## src/rtl/sldr_pkg.sv

```systemverilog
`default_nettype none
package sldr_pkg;
    // register indexes
    localparam logic [1:0] REG_MAX_LIN_SPEED = 2'd0;
    localparam logic [1:0] REG_MAX_ANG_SPEED = 2'd1;
    localparam logic [1:0] REG_MAX_LIN_ACCEL = 2'd2;
    localparam logic [1:0] REG_MAX_ANG_ACCEL = 2'd3;

    localparam int ATAN_ENTRIES = 24;
    localparam logic signed [31:0] CORDIC_GAIN_Q30 = 32'sd652032874;
    localparam logic [29:0] RAD_TO_BAM = 30'd683565276;

    // arctangent table in binary-angle units
    function automatic logic [29:0] atan_bam(input logic [4:0] i);
        case (i)
            5'd0: atan_bam = 30'd536870912;
            5'd1: atan_bam = 30'd316933406;
            5'd2: atan_bam = 30'd167458907;
            5'd3: atan_bam = 30'd85004756;
            5'd4: atan_bam = 30'd42667331;
            5'd5: atan_bam = 30'd21354465;
            5'd6: atan_bam = 30'd10679838;
            5'd7: atan_bam = 30'd5340245;
            5'd8: atan_bam = 30'd2670163;
            5'd9: atan_bam = 30'd1335087;
            5'd10: atan_bam = 30'd667544;
            5'd11: atan_bam = 30'd333772;
            5'd12: atan_bam = 30'd166886;
            5'd13: atan_bam = 30'd83443;
            5'd14: atan_bam = 30'd41722;
            5'd15: atan_bam = 30'd20861;
            5'd16: atan_bam = 30'd10430;
            5'd17: atan_bam = 30'd5215;
            5'd18: atan_bam = 30'd2608;
            5'd19: atan_bam = 30'd1304;
            5'd20: atan_bam = 30'd652;
            5'd21: atan_bam = 30'd326;
            5'd22: atan_bam = 30'd163;
            5'd23: atan_bam = 30'd81;
            default: atan_bam = 30'd0;
        endcase
    endfunction
endpackage
`default_nettype wire

```

## src/rtl/sldr_cordic.sv

```systemverilog
`default_nettype none
// Iterative rotation CORDIC: one micro-rotation per cycle.
module sldr_cordic #(
    parameter int STEPS = 16
) (
    input  wire logic               clk,
    input  wire logic               rst_n,
    input  wire logic               start,
    input  wire logic [31:0]        angle,
    output logic                    done,
    output logic signed [31:0]      cos_q30,
    output logic signed [31:0]      sin_q30
);
    import sldr_pkg::*;

    localparam int NSTEP = (STEPS < ATAN_ENTRIES) ? STEPS : ATAN_ENTRIES;

    logic               busy_reg;
    logic [4:0]         idx_reg;
    logic               flip_reg;
    logic signed [32:0] x_reg, y_reg;
    logic signed [32:0] z_reg;
    logic signed [32:0] xs, ys;
    logic               flip;
    logic [31:0]        a;

    assign flip = (angle - 32'h4000_0000) < 32'h8000_0000;
    assign a    = flip ? angle - 32'h8000_0000 : angle;
    assign xs   = x_reg >>> idx_reg;
    assign ys   = y_reg >>> idx_reg;

    always_ff @(posedge clk or negedge rst_n)
    begin
        if (!rst_n)
        begin
            busy_reg <= 1'b0;
            idx_reg  <= '0;
            done     <= 1'b0;
        end
        else
        begin
            done <= 1'b0;
            if (start)
            begin
                busy_reg <= 1'b1;
                idx_reg  <= '0;
            end
            else if (busy_reg)
            begin
                if (idx_reg == 5'(NSTEP - 1))
                begin
                    busy_reg <= 1'b0;
                    done     <= 1'b1;
                end
                idx_reg <= idx_reg + 5'd1;
            end
        end
    end

    // datapath
    always_ff @(posedge clk)
    begin
        if (start)
        begin
            flip_reg <= flip;
            x_reg    <= 33'(CORDIC_GAIN_Q30);
            y_reg    <= '0;
            z_reg    <= 33'($signed(a));
        end
        else if (busy_reg)
        begin
            if (!z_reg[32])
            begin
                x_reg <= x_reg - ys;
                y_reg <= y_reg + xs;
                z_reg <= z_reg - $signed({3'b000, atan_bam(idx_reg)});
            end
            else
            begin
                x_reg <= x_reg + ys;
                y_reg <= y_reg - xs;
                z_reg <= z_reg + $signed({3'b000, atan_bam(idx_reg)});
            end
        end
    end

    assign cos_q30 = flip_reg ? 32'(-x_reg) : x_reg[31:0];
    assign sin_q30 = flip_reg ? 32'(-y_reg) : y_reg[31:0];
endmodule
`default_nettype wire

```

## config.mk

```make
export PLATFORM = sky130hd
export DESIGN_NAME = sldr_cordic
export DESIGN_NICKNAME = d
export VERILOG_FILES = /design/src/rtl/sldr_pkg.sv /design/src/rtl/sldr_cordic.sv
export SDC_FILE = /design/constraint.sdc
export NUM_CORES = 1
export LEC_CHECK = 0
export BUFFER_PORTS_ARGS = -buffer_cell sky130_fd_sc_hd__buf_4
export CAP_MARGIN = 20
export CORE_ASPECT_RATIO = 0.6
export CORE_MARGIN = 4
export CORE_UTILIZATION = 25
export CTS_CLUSTER_DIAMETER = 150
export CTS_CLUSTER_SIZE = 40
export DETAILED_ROUTE_END_ITERATION = 7
export HOLD_SLACK_MARGIN = 0.1
export SLEW_MARGIN = 20
export SYNTH_ARGS = -nofsm -noshare
export SYNTH_HDL_FRONTEND = slang
export SYNTH_SLANG_ARGS = --single-unit
```

## constraint.sdc

```tcl
create_clock -name clk -period 6 [get_ports clk]
set_clock_uncertainty 0.05 [all_clocks]
set_input_delay 0.6 -clock clk [delete_from_list [all_inputs] [get_ports clk]]
set_output_delay 0.6 -clock clk [all_outputs]
set_load 0.01 [all_outputs]
```

; ---- Word-level counts from Yosys, hierarchy flattened
; Memory sizes are Yosys's and may differ from the RTL's.
; Index checks and enable logic that the tools add are counted.
[op_classes]
add_sub_neg = 11
multipliers = 0
div = 0
n_lt_le_gt_ge = 1
eq_ne = 1
shifts = 2
n_mux = 22
bitwise = 0
n_reduce_logical = 1
[op_table]
columns = op, count
row1 = $mux W30, 6
row2 = $mux W33, 5
row3 = $mux W32, 3
row4 = $add A33 B33 Y33, 2
row5 = $sshr A33 B5 Y33, 2
row6 = $sub A33 B33 Y33, 2
row7 = $neg A32 Y32, 2
row8 = $add A33 B31 Y33, 1
row9 = $sub A33 B31 Y33, 1
row10 = $lt A32 B32 Y1 const B, 1
row11 = $sub A32 B31 Y32 const B, 1
row12 = $sub A32 B32 Y32 const B, 1
row13 = $mux W5, 2
row14 = $mux W1, 6
row15 = $add A5 B1 Y5 const B, 1
row16 = $eq A5 B4 Y1 const B, 1
row17 = $reduce_bool A2 Y1, 1
[word_totals]
reg_bits = 107
latchBits = 0
ram_bits = 0
rom_bits = 1920
inputBits = 35
output_inout_bits = 65
wordCells = 47
memories = 2
[mem_list]
columns = memory, depth, width, rd, rd_clocked_by_memory_dff, wr, line_no
row1 = (no name shown), 32, 30, 1, 0, 0, sldr_pkg.sv:15  ; case (i)
row2 = (no name shown), 32, 30, 1, 0, 0, sldr_pkg.sv:15

; ---- Depth between registers and ports, before layout
; Gate-level depths: netlist of run 1.
; An unclocked memory read counts as a cell.
[depth]
ltp_word = 8
ltp_mapped = 36
mapped_depth_nobuf = 27

; ---- Least setup slack after synthesis of run 1
; No wires, ideal clock.
[synth_path]
path_type = register to register
startpoint = register idx_reg[1]
endpoint = register z_reg[32] (data pin)
setup_ns = 0.265
t_arrival_ns = 6.215
required_time_ns = 5.685
setup_slack_ns = -0.529
path_stages_with_launch = 33
n_path_buf = 10
synth_period_minus_slack_ns = 6.529
cell_sequence = dfrtp_1 buf_6 buf_12 buf_8 buf_12 buf_12 buf_12 buf_2 buf_4 inv_1 ha_1 clkbuf_1 nor2b_1 o21ai_0 a32oi_1 and3b_1 nor4b_1 and3b_1 a21oi_1 buf_2 xor2_1 ha_1 o21ai_0 a21oi_1 nor2_1 o41ai_1 a211oi_1 o2bb2ai_1 o31a_1 o21ai_0 a21oi_1 xnor2_1 o21ai_1
[synth_via]
elab_chain_len = 8
word_cells_on_any_way = 13
classes_between = 2 x add/sub / 9 x mux / 2 x memory
[synth_lines]
columns = item, line_no
row1 = start: declaration, sldr_cordic.sv:19  ; logic [4:0] idx_reg;
row2 = start signal: assignment, sldr_cordic.sv:55  ; idx_reg <= idx_reg + 5'd1;
row3 = $mem_v2 Z32 W30, --
row4 = $mux W30, sldr_cordic.sv:72  ; if (!z_reg[32])
row5 = $mux W30, sldr_cordic.sv:70  ; else if (busy_reg)
row6 = $mux W30, sldr_cordic.sv:63  ; if (start)
row7 = $sub A33 B31 Y33 / $add A33 B31 Y33 (equally long branches), "sldr_cordic.sv:76, sldr_cordic.sv:82"
row8 = $mux W33 *, sldr_cordic.sv:72
row9 = $mux W33 *, sldr_cordic.sv:70
row10 = $mux W33 *, sldr_cordic.sv:63
row11 = end signal: assignment, sldr_cordic.sv:68  ; z_reg <= 33'($signed(a));
row12 = end signal: assignment, sldr_cordic.sv:76  ; z_reg <= z_reg - $signed({3'b000, atan_bam(idx_reg)});
row13 = end signal: assignment, sldr_cordic.sv:82  ; z_reg <= z_reg + $signed({3'b000, atan_bam(idx_reg)});
row14 = end: declaration, sldr_cordic.sv:22  ; logic signed [32:0] z_reg;
; Every way passes the cells marked *; elsewhere a longest branch is shown, timed or not. The select of a mux whose other input is x is not followed.
; A chain may end at the register's enable or synchronous reset.

; ---- Worst setup path in the final report of run 1
[layout_path]
startpoint = register idx_reg[1]
endpoint = register x_reg[32]
[layout_via]
elab_chain_len = 3
word_cells_on_any_way = 4
classes_between = 2 x add/sub / 1 x shift / 1 x mux
[layout_lines]
columns = item, line_no
row1 = $sshr A33 B5 Y33 *, sldr_cordic.sv:30  ; assign ys = y_reg >>> idx_reg;
row2 = $sub A33 B33 Y33 / $add A33 B33 Y33 (equally long branches), "sldr_cordic.sv:74, sldr_cordic.sv:80"
row3 = $mux W33 *, sldr_cordic.sv:72
row4 = end signal: assignment, sldr_cordic.sv:66  ; x_reg <= 33'(CORDIC_GAIN_Q30);
row5 = end signal: assignment, sldr_cordic.sv:74  ; x_reg <= x_reg - ys;
row6 = end signal: assignment, sldr_cordic.sv:80  ; x_reg <= x_reg + ys;
row7 = end: declaration, sldr_cordic.sv:21  ; logic signed [32:0] x_reg, y_reg;
; Every way passes the cells marked *; elsewhere a longest branch is shown, timed or not.

==> results of run 1 <==
## placed cells by master (no fill, tap or decap), types with 10 or more instances in the layout
| master | instances |
|---|---|
| sky130_fd_sc_hd__and2_1 | 10 |
| sky130_fd_sc_hd__ha_1 | 106 |
| sky130_fd_sc_hd__edfxtp_1 | 34 |
| sky130_fd_sc_hd__nand4_1 | 10 |
| sky130_fd_sc_hd__nand2b_1 | 28 |
| sky130_fd_sc_hd__o21bai_1 | 18 |
| sky130_fd_sc_hd__buf_4 | 495 |
| sky130_fd_sc_hd__nand2_1 | 217 |
| sky130_fd_sc_hd__inv_1 | 49 |
| sky130_fd_sc_hd__a21oi_1 | 179 |
| sky130_fd_sc_hd__o21ai_1 | 13 |
| sky130_fd_sc_hd__a211oi_1 | 21 |
| sky130_fd_sc_hd__o22ai_1 | 19 |
| sky130_fd_sc_hd__or2_2 | 10 |
| sky130_fd_sc_hd__nor3_1 | 21 |
| sky130_fd_sc_hd__a22oi_1 | 12 |
| sky130_fd_sc_hd__a21o_1 | 57 |
| sky130_fd_sc_hd__o31ai_1 | 24 |
| sky130_fd_sc_hd__and3_1 | 17 |
| sky130_fd_sc_hd__nor2_1 | 185 |
| sky130_fd_sc_hd__a31oi_1 | 29 |
| sky130_fd_sc_hd__dfxtp_1 | 66 |
| sky130_fd_sc_hd__mux2i_1 | 70 |
| sky130_fd_sc_hd__nor2b_1 | 16 |
| sky130_fd_sc_hd__clkbuf_16 | 14 |
| sky130_fd_sc_hd__or3_1 | 15 |
| sky130_fd_sc_hd__o21a_1 | 16 |
| sky130_fd_sc_hd__mux4_2 | 63 |
| sky130_fd_sc_hd__o211ai_1 | 14 |
| sky130_fd_sc_hd__xor2_1 | 85 |
| sky130_fd_sc_hd__o21ai_0 | 140 |
| sky130_fd_sc_hd__xnor2_1 | 146 |
| sky130_fd_sc_hd__nand3_1 | 21 |
| sky130_fd_sc_hd__mux2_2 | 33 |
| sky130_fd_sc_hd__a211o_1 | 10 |
| sky130_fd_sc_hd__buf_12 | 15 |
## where the power goes
part	internal (mW)	total (mW)	switching, mW
Sequential	1.16	1.66	0.498
Clock	0.293	0.636	0.344
Combinational	6.54	13.5	6.97
Total	7.99	15.8	7.82
## per-layer routing
layer  GRT usage (%)  vias to the layer above  part of all wire, %
met3            8.15                       50                   12
met2            25.7                      893                   38
met5           0.383                        -                0.041
met1            29.9                     8824                   49
li1                -                     8709                    -
met4            2.06                        4                 0.77
## cell usage after synthesis (15+ instances only)
master                     count  area share, %
sky130_fd_sc_hd__o21bai_1     18           0.79
sky130_fd_sc_hd__edfxtp_1     34            6.0
sky130_fd_sc_hd__o21ai_0     151            4.4
sky130_fd_sc_hd__mux2_2       33            2.2
sky130_fd_sc_hd__dfxtp_1      66            7.7
sky130_fd_sc_hd__a21o_1       57            2.5
sky130_fd_sc_hd__a31oi_1      31            1.1
sky130_fd_sc_hd__buf_1        17           0.37
sky130_fd_sc_hd__buf_2        33           0.96
sky130_fd_sc_hd__nor3_1       23           0.67
sky130_fd_sc_hd__o22ai_1      19           0.69
sky130_fd_sc_hd__nand3_1      23           0.67
sky130_fd_sc_hd__nand2_1     219            4.8
sky130_fd_sc_hd__xnor2_1     146            7.5
sky130_fd_sc_hd__a21oi_1     183            5.3
sky130_fd_sc_hd__mux2i_1      80            4.7
sky130_fd_sc_hd__inv_1        51            1.1
sky130_fd_sc_hd__clkbuf_1    107            2.3
sky130_fd_sc_hd__a211oi_1     28            1.2
sky130_fd_sc_hd__o21a_1       16           0.70
sky130_fd_sc_hd__xor2_1       85            4.3
sky130_fd_sc_hd__nor2_1      189            4.1
sky130_fd_sc_hd__o31ai_1      25            1.1
sky130_fd_sc_hd__and3_1       21           0.77
sky130_fd_sc_hd__ha_1        110            8.0
sky130_fd_sc_hd__nand2b_1     28            1.0
sky130_fd_sc_hd__mux4_2       61            8.0
sky130_fd_sc_hd__nor2b_1      21           0.77
sky130_fd_sc_hd__or3_1        15           0.55
## worst max path at each step
stage                     from         to  slack [ns]  cells after the start
detailed placement  idx_reg[4]  x_reg[32]       -0.09                     25
global route        idx_reg[1]  x_reg[32]       -0.10                     29
global placement    idx_reg[1]  x_reg[32]       -0.15                     21
CTS                 idx_reg[1]  x_reg[32]        0.02                     27
floorplan           idx_reg[1]  z_reg[32]       -0.01                     32
finish              idx_reg[1]  x_reg[32]        0.09                     29
## metrics by stage
stage                     hold slack (ns)  total power [mW]  util, %
final                               0.423              15.8     32.8
after global routing                0.426              17.1     32.8
after CTS                           0.400              15.2     31.7
after detailed placement            0.386              14.5     31.2
after global placement              0.385              14.4     31.2
after floorplan                     0.254              9.75        -
## critical path: cells and delay by family (launching register included)
family                     cells  cell delay, ns
AOI/OAI and AO/OA             13            2.11
xor gates and xnor gates       1            0.17
adders and majority gates      1            0.33
and+or+nand+nor                5            1.03
muxes                          2            0.72
buffers and inverters          7            0.85
DFF                            1            0.57
## timing repair
item | CTS | global route
setup endpoints to repair | 1 | 28
hold buffers | 1 | 0
setup buffers | 0 | 32
hold endpoints to repair | 7 | 0
resized for setup | 5 | 94
cloned | 0 | 5
pin swaps | 0 | 31
## cell families (layout without fill, tap and decap cells)
kind of cell | Yosys count | count (layout) | synth area share (%)
DFF | 107 | 107 | 14.7
adders and majority gates | 113 | 113 | 8.38
xor gates and xnor gates | 232 | 232 | 11.9
other | 0 | 2 | 0
AOI/OAI and AO/OA | 680 | 680 | 25.7
muxes | 186 | 186 | 16.4
and+or+nand+nor | 612 | 612 | 16.6
buffers and inverters | 232 | 593 | 6.42
## cell type report
class	count	area, sq um
timing repair buffer	525	4270
fill	7221	45600
multi-input combinational	1823	13900
clock buffer	10	233
sequential	107	2530
clock inverter	6	47.5
antenna	2	5.00
inverter	52	199
tap	912	1140
==> qor.csv, run 1 <==
metric,value,unit
min-delay-path-class,input port to flop,
drt-wirelength-per-cell,21.8,microns
layout.nets,2666,
p_per_area,708,nW/um^2
reg2reg_from,idx_reg[1],
crit_arrival,6.16,ns
pin_count,100,
die-area,73000,sq um
drcViolationCount,0,
critical_path.max_fanout,8,
critPathSlowestCell,sky130_fd_sc_hd__dfrtp_4,
critical-path-top-cell-by-count,sky130_fd_sc_hd__buf_4,
vias_per_inst,5.38,
postSynthCellCount,2162,
timing.hold.worst_endpoint,z_reg[13],
timing.final.max_slew_violations,0,
fp_rows,74,
total_of_endpoints_with_negative_setup_slack_in_the_final_report,0,
standard_cell_core_area,68000,sq um
required,6.26,ns
holdCritStartpoint,angle[13],
htree_levels,3,
area_growth_syn_to_layout,30.2,%
first_pass_grt_wire_length,110000,microns
worstHoldPathCells,3,
type_of_destination_of_the_critical_path,flop,
synth_ff_type,sky130_fd_sc_hd__dfxtp_1,
cts_inserted_buffers,9,
synth_cell_type_count,100,
pre_cts_slack,-0.0899,ns
initial_core_util,25.2,%
clock_tree_from_tritoncts,yes,
ff2ff_path_depth,29,
ys_ff_latch,107,
io_buffers,99,
cts_buffer_depth,2,
worstReg2RegEnd,x_reg[32],
synth_fp_nets,2310,
maximum_number_of_pins_on_one_net_before_global_route_repair,65,
clkTransAtPathRegs,0.09,ns
place_inst,3381,
timing.slew.headroom,40.9,%
finalWirelength,75000,microns
run_status,"complete, no violations",
cts_root_buffer,sky130_fd_sc_hd__clkbuf_16,
instances_no_fill,3437,
drive_above_1_share,29.5,%
irDropWorstVdd,309,uV
vias,18480,
final_period_minus_worst_setup_slack,5.91,ns
rsz0062_at_grt,true,
p_leak,9.65,nW
async_reset_ff_share,6.54,%
cap_violations,0,
die_x,346,microns
critical_path.max_stage_delay,0.57,ns
die_h,211,microns
mappedNetlistArea,17100,sq um
grt_antenna_before_repair,2,
ant_nets,0,
worst-r2r-setup-slack,0.09,ns
gp_routability_congestion,1.03,
final_design_area_no_fill,22300,sq um
timing_hold_violations_final,0,
fmax,0.169,GHz
pin_slew_with_the_least_headroom_to_its_limit,0.883,ns
globalRouteTotalUtil,19.5,%
synthesis.yosys.warnings,0,
layout_worst_path_cycle_share,98.5,%
drt-initial-drc-count,1998,
vias_in_the_first_global_route,16950,
insertion_delay,0.41,ns
post-dp-hpwl,59700,microns
cts.sink_count,107,
dpl-instance-area,21200,sq um
drt_first_pass_iters,7,
syn_area_per_cell,7.93,sq um
layout_setup_ws,0.0923,ns
synth_sequential_area_ratio,14.7,%
setup_crit_start_kind,flop,
tns,0,ns
critical_setup_path_kind,flop to flop,
synth_edf_count,34,
grt_overflow,0,
Power figures use the tool's default switching activity.
==> run 2: changes to the inputs <==
==> constraint.sdc (replaced) <==
create_clock -name clk -period 6 [get_ports clk]
set_clock_uncertainty 0.05 [all_clocks]
set_input_delay 0.3 -clock clk [delete_from_list [all_inputs] [get_ports clk]]
set_output_delay 0.3 -clock clk [all_outputs]
set_load 0.01 [all_outputs]
==> qor.csv, run 2 (synthesis gave the netlist of run 1 again) <==
metric,value,unit,change
setup_crit_start_kind,flop,,unchanged
p_per_area,713,nW/um^2,was 708 nW/um^2
cts_buffer_depth,2,,unchanged
fp_rows,74,,unchanged
timing.slew.headroom,45.1,%,was 40.9%
die_x,346,microns,unchanged
worstReg2RegEnd,y_reg[30],,was x_reg[32]
most-common-layout-cells,"466 x sky130_fd_sc_hd__buf_4, 217 x sky130_fd_sc_hd__nand2_1, 184 x sky130_fd_sc_hd__nor2_1, 176 x sky130_fd_sc_hd__a21oi_1, 146 x sky130_fd_sc_hd__xnor2_1",,"was 495 x sky130_fd_sc_hd__buf_4, 217 x sky130_fd_sc_hd__nand2_1, 185 x sky130_fd_sc_hd__nor2_1, 179 x sky130_fd_sc_hd__a21oi_1, 146 x sky130_fd_sc_hd__xnor2_1"
timing_hold_violations_final,0,,unchanged
cap_violations,0,,unchanged
worst-path-buf-inv,6,,was 7
finalWirelength,74200,microns,"was 75,000 microns"
critical_setup_path_kind,flop to flop,,unchanged
critical_path.max_fanout,11,,was 8
vias_per_inst,5.47,,was 5.38
instances_no_fill,3399,,"was 3,437"
reg2reg_from,idx_reg[1],,unchanged
drt-initial-drc-count,2456,,"was 1,998"
timing.final.max_slew_violations,0,,unchanged
critPathSlowestCell,sky130_fd_sc_hd__dfrtp_4,,unchanged
htree_levels,3,,unchanged
timing.hold.worst_endpoint,z_reg[13],,unchanged
insertion_delay,0.41,ns,about the same
initial_core_util,25.2,%,unchanged
drcViolationCount,4,,was 0
standard_cell_core_area,68000,sq um,unchanged
required,6.21,ns,was 6.26 ns
gp_routability_congestion,1.04,,was 1.03
first_pass_grt_wire_length,109000,microns,"was 110,000 microns"
ant_nets,0,,unchanged
layout.nets,2630,,"was 2,666"
fmax,0.170,GHz,was 0.169 GHz
type_of_destination_of_the_critical_path,flop,,unchanged
clock_tree_from_tritoncts,yes,,unchanged
pre_cts_slack,0.0594,ns,was -0.0899 ns
violations,DRC,,
drt_first_pass_iters,8,,was 7
clkTransAtPathRegs,0.09,ns,about the same
cts.sink_count,107,,unchanged
pin_count,100,,unchanged
worst-r2r-setup-slack,0.13,ns,was 0.09 ns
globalRouteTotalUtil,19.3,%,was 19.5%
grt_antenna_before_repair,1,,was 2
irDropWorstVdd,333,uV,was 309 uV
final_common_cell,sky130_fd_sc_hd__buf_4,,unchanged
critical_path.max_stage_delay,0.55,ns,was 0.57 ns
worstHoldPathCells,3,,unchanged
antenna_cells_inserted,0,,was 2
place_inst,3344,,"was 3,381"
whs,0.126,ns,was 0.423 ns
ff2ff_path_depth,26,,was 29
layout_setup_ws,0.133,ns,was 0.0923 ns
total_of_endpoints_with_negative_setup_slack_in_the_final_report,0,,unchanged
drive_above_1_share,28.5,%,was 29.5%
grt_overflow,0,,unchanged
p_leak,9.51,nW,was 9.65 nW
pin_slew_with_the_least_headroom_to_its_limit,0.822,ns,was 0.883 ns
holdCritStartpoint,angle[13],,unchanged
critPathTopFamily,compound AO/OA/AOI/OAI gates,,unchanged
die_h,211,microns,unchanged
min-delay-path-class,input port to flop,,unchanged
cts_inserted_buffers,9,,unchanged
vias_in_the_first_global_route,16516,,"was 16,950"
dpl-instance-area,21000,sq um,"was 21,200 sq um"
io_buffers,99,,unchanged
cts_root_buffer,sky130_fd_sc_hd__clkbuf_16,,unchanged
die-area,73000,sq um,unchanged
area_growth_syn_to_layout,29.1,%,was 30.2%
layout_worst_path_cycle_share,97.8,%,was 98.5%
drt-wirelength-per-cell,21.8,microns,about the same
final_period_minus_worst_setup_slack,5.87,ns,was 5.91 ns
final_design_area_no_fill,22100,sq um,"was 22,300 sq um"
maximum_number_of_pins_on_one_net_before_global_route_repair,65,,unchanged
crit_arrival,6.08,ns,was 6.16 ns
run_status,"finished, violations left",,"was complete, no violations"
critical-path-top-cell-by-count,sky130_fd_sc_hd__buf_4,,unchanged
rsz0062_at_grt,true,,unchanged
vias,18609,,"was 18,480"
post-dp-hpwl,58500,microns,"was 59,700 microns"
-- run 2: cell count changes in the layout (fill, tap and decap cells not counted), moves of 3 or more --
cell	before	now
sky130_fd_sc_hd__nor2b_2	5	2
sky130_fd_sc_hd__a21oi_2	4	7
sky130_fd_sc_hd__ha_1	106	109
sky130_fd_sc_hd__ha_2	3	0
sky130_fd_sc_hd__buf_16	1	4
sky130_fd_sc_hd__buf_4	495	466
sky130_fd_sc_hd__o21ai_1	13	9
sky130_fd_sc_hd__buf_6	5	2
sky130_fd_sc_hd__buf_12	15	11
sky130_fd_sc_hd__a21oi_1	179	176
-- run 2: cell type report --
cell class | count | area, sq um
well taps | 912 | 1140
clock inverters | 5 | 41.3
clock buffers | 11 | 236
multi-input cells | 1823 | 14000
flip-flops and latches | 107 | 2530
fillers | 7191 | 45800
repair buffers | 489 | 3980
inverters | 52 | 199
-- run 2: metal layers --
layer  vias up  global-route usage (%)  routed length [microns]
li1       8639                       -                        -
met1      8879                    30.5                    36300
met2      1020                    25.5                    28400
met3        71                    6.35                     8930
met4         0                    1.97                      599
met5         -                       0                        0
-- run 2: worst max path at each step --
stage / start / to / slack, ns / cells past startpoint
floorplan: idx_reg[1] / z_reg[32] / -0.01 / 32
global placement: idx_reg[2] / x_reg[32] / -0.01 / 25
detailed placement: idx_reg[1] / x_reg[31] / 0.06 / 27
CTS: idx_reg[2] / x_reg[32] / -0.0007 / 25
global route: idx_reg[1] / x_reg[31] / -0.04 / 28
finish: idx_reg[1] / y_reg[30] / 0.13 / 26
-- run 2: where the power goes --
part           switching, mW  leakage (nW)  internal, mW  total [mW]
Sequential             0.509         0.999          1.16        1.67
Clock                  0.338         0.138         0.294       0.632
Combinational           7.06          8.37          6.43        13.5
-- run 2: metrics by stage --
| step | utilization, % | power [mW] | TNS, ns |
|---|---|---|---|
| after floorplan | - | 9.75 | -0.0105 |
| after global placement | 30.9 | 14.4 | -0.0134 |
| after detailed placement | 30.9 | 14.3 | 0 |
| after CTS | 31.4 | 15.1 | -0.000677 |
| after global routing | 32.6 | 17.1 | -0.223 |
| final | 32.6 | 15.8 | 0 |
-- run 2: timing repair --
| item | CTS | global route |
|---|---|---|
| pin swaps | 0 | 25 |
| setup buffers | 0 | 34 |
| hold buffers | 1 | 0 |
| setup endpoints to repair | 2 | 25 |
| endpoints found under the hold margin | 7 | 0 |
| cloned | 0 | 4 |
| resized for setup | 3 | 103 |
-- run 2: tightest hold or removal path, stage by stage --
cell                      delay, ns
sky130_fd_sc_hd__buf_4         0.08
sky130_fd_sc_hd__nand2_1       0.04
sky130_fd_sc_hd__o21ai_0       0.06
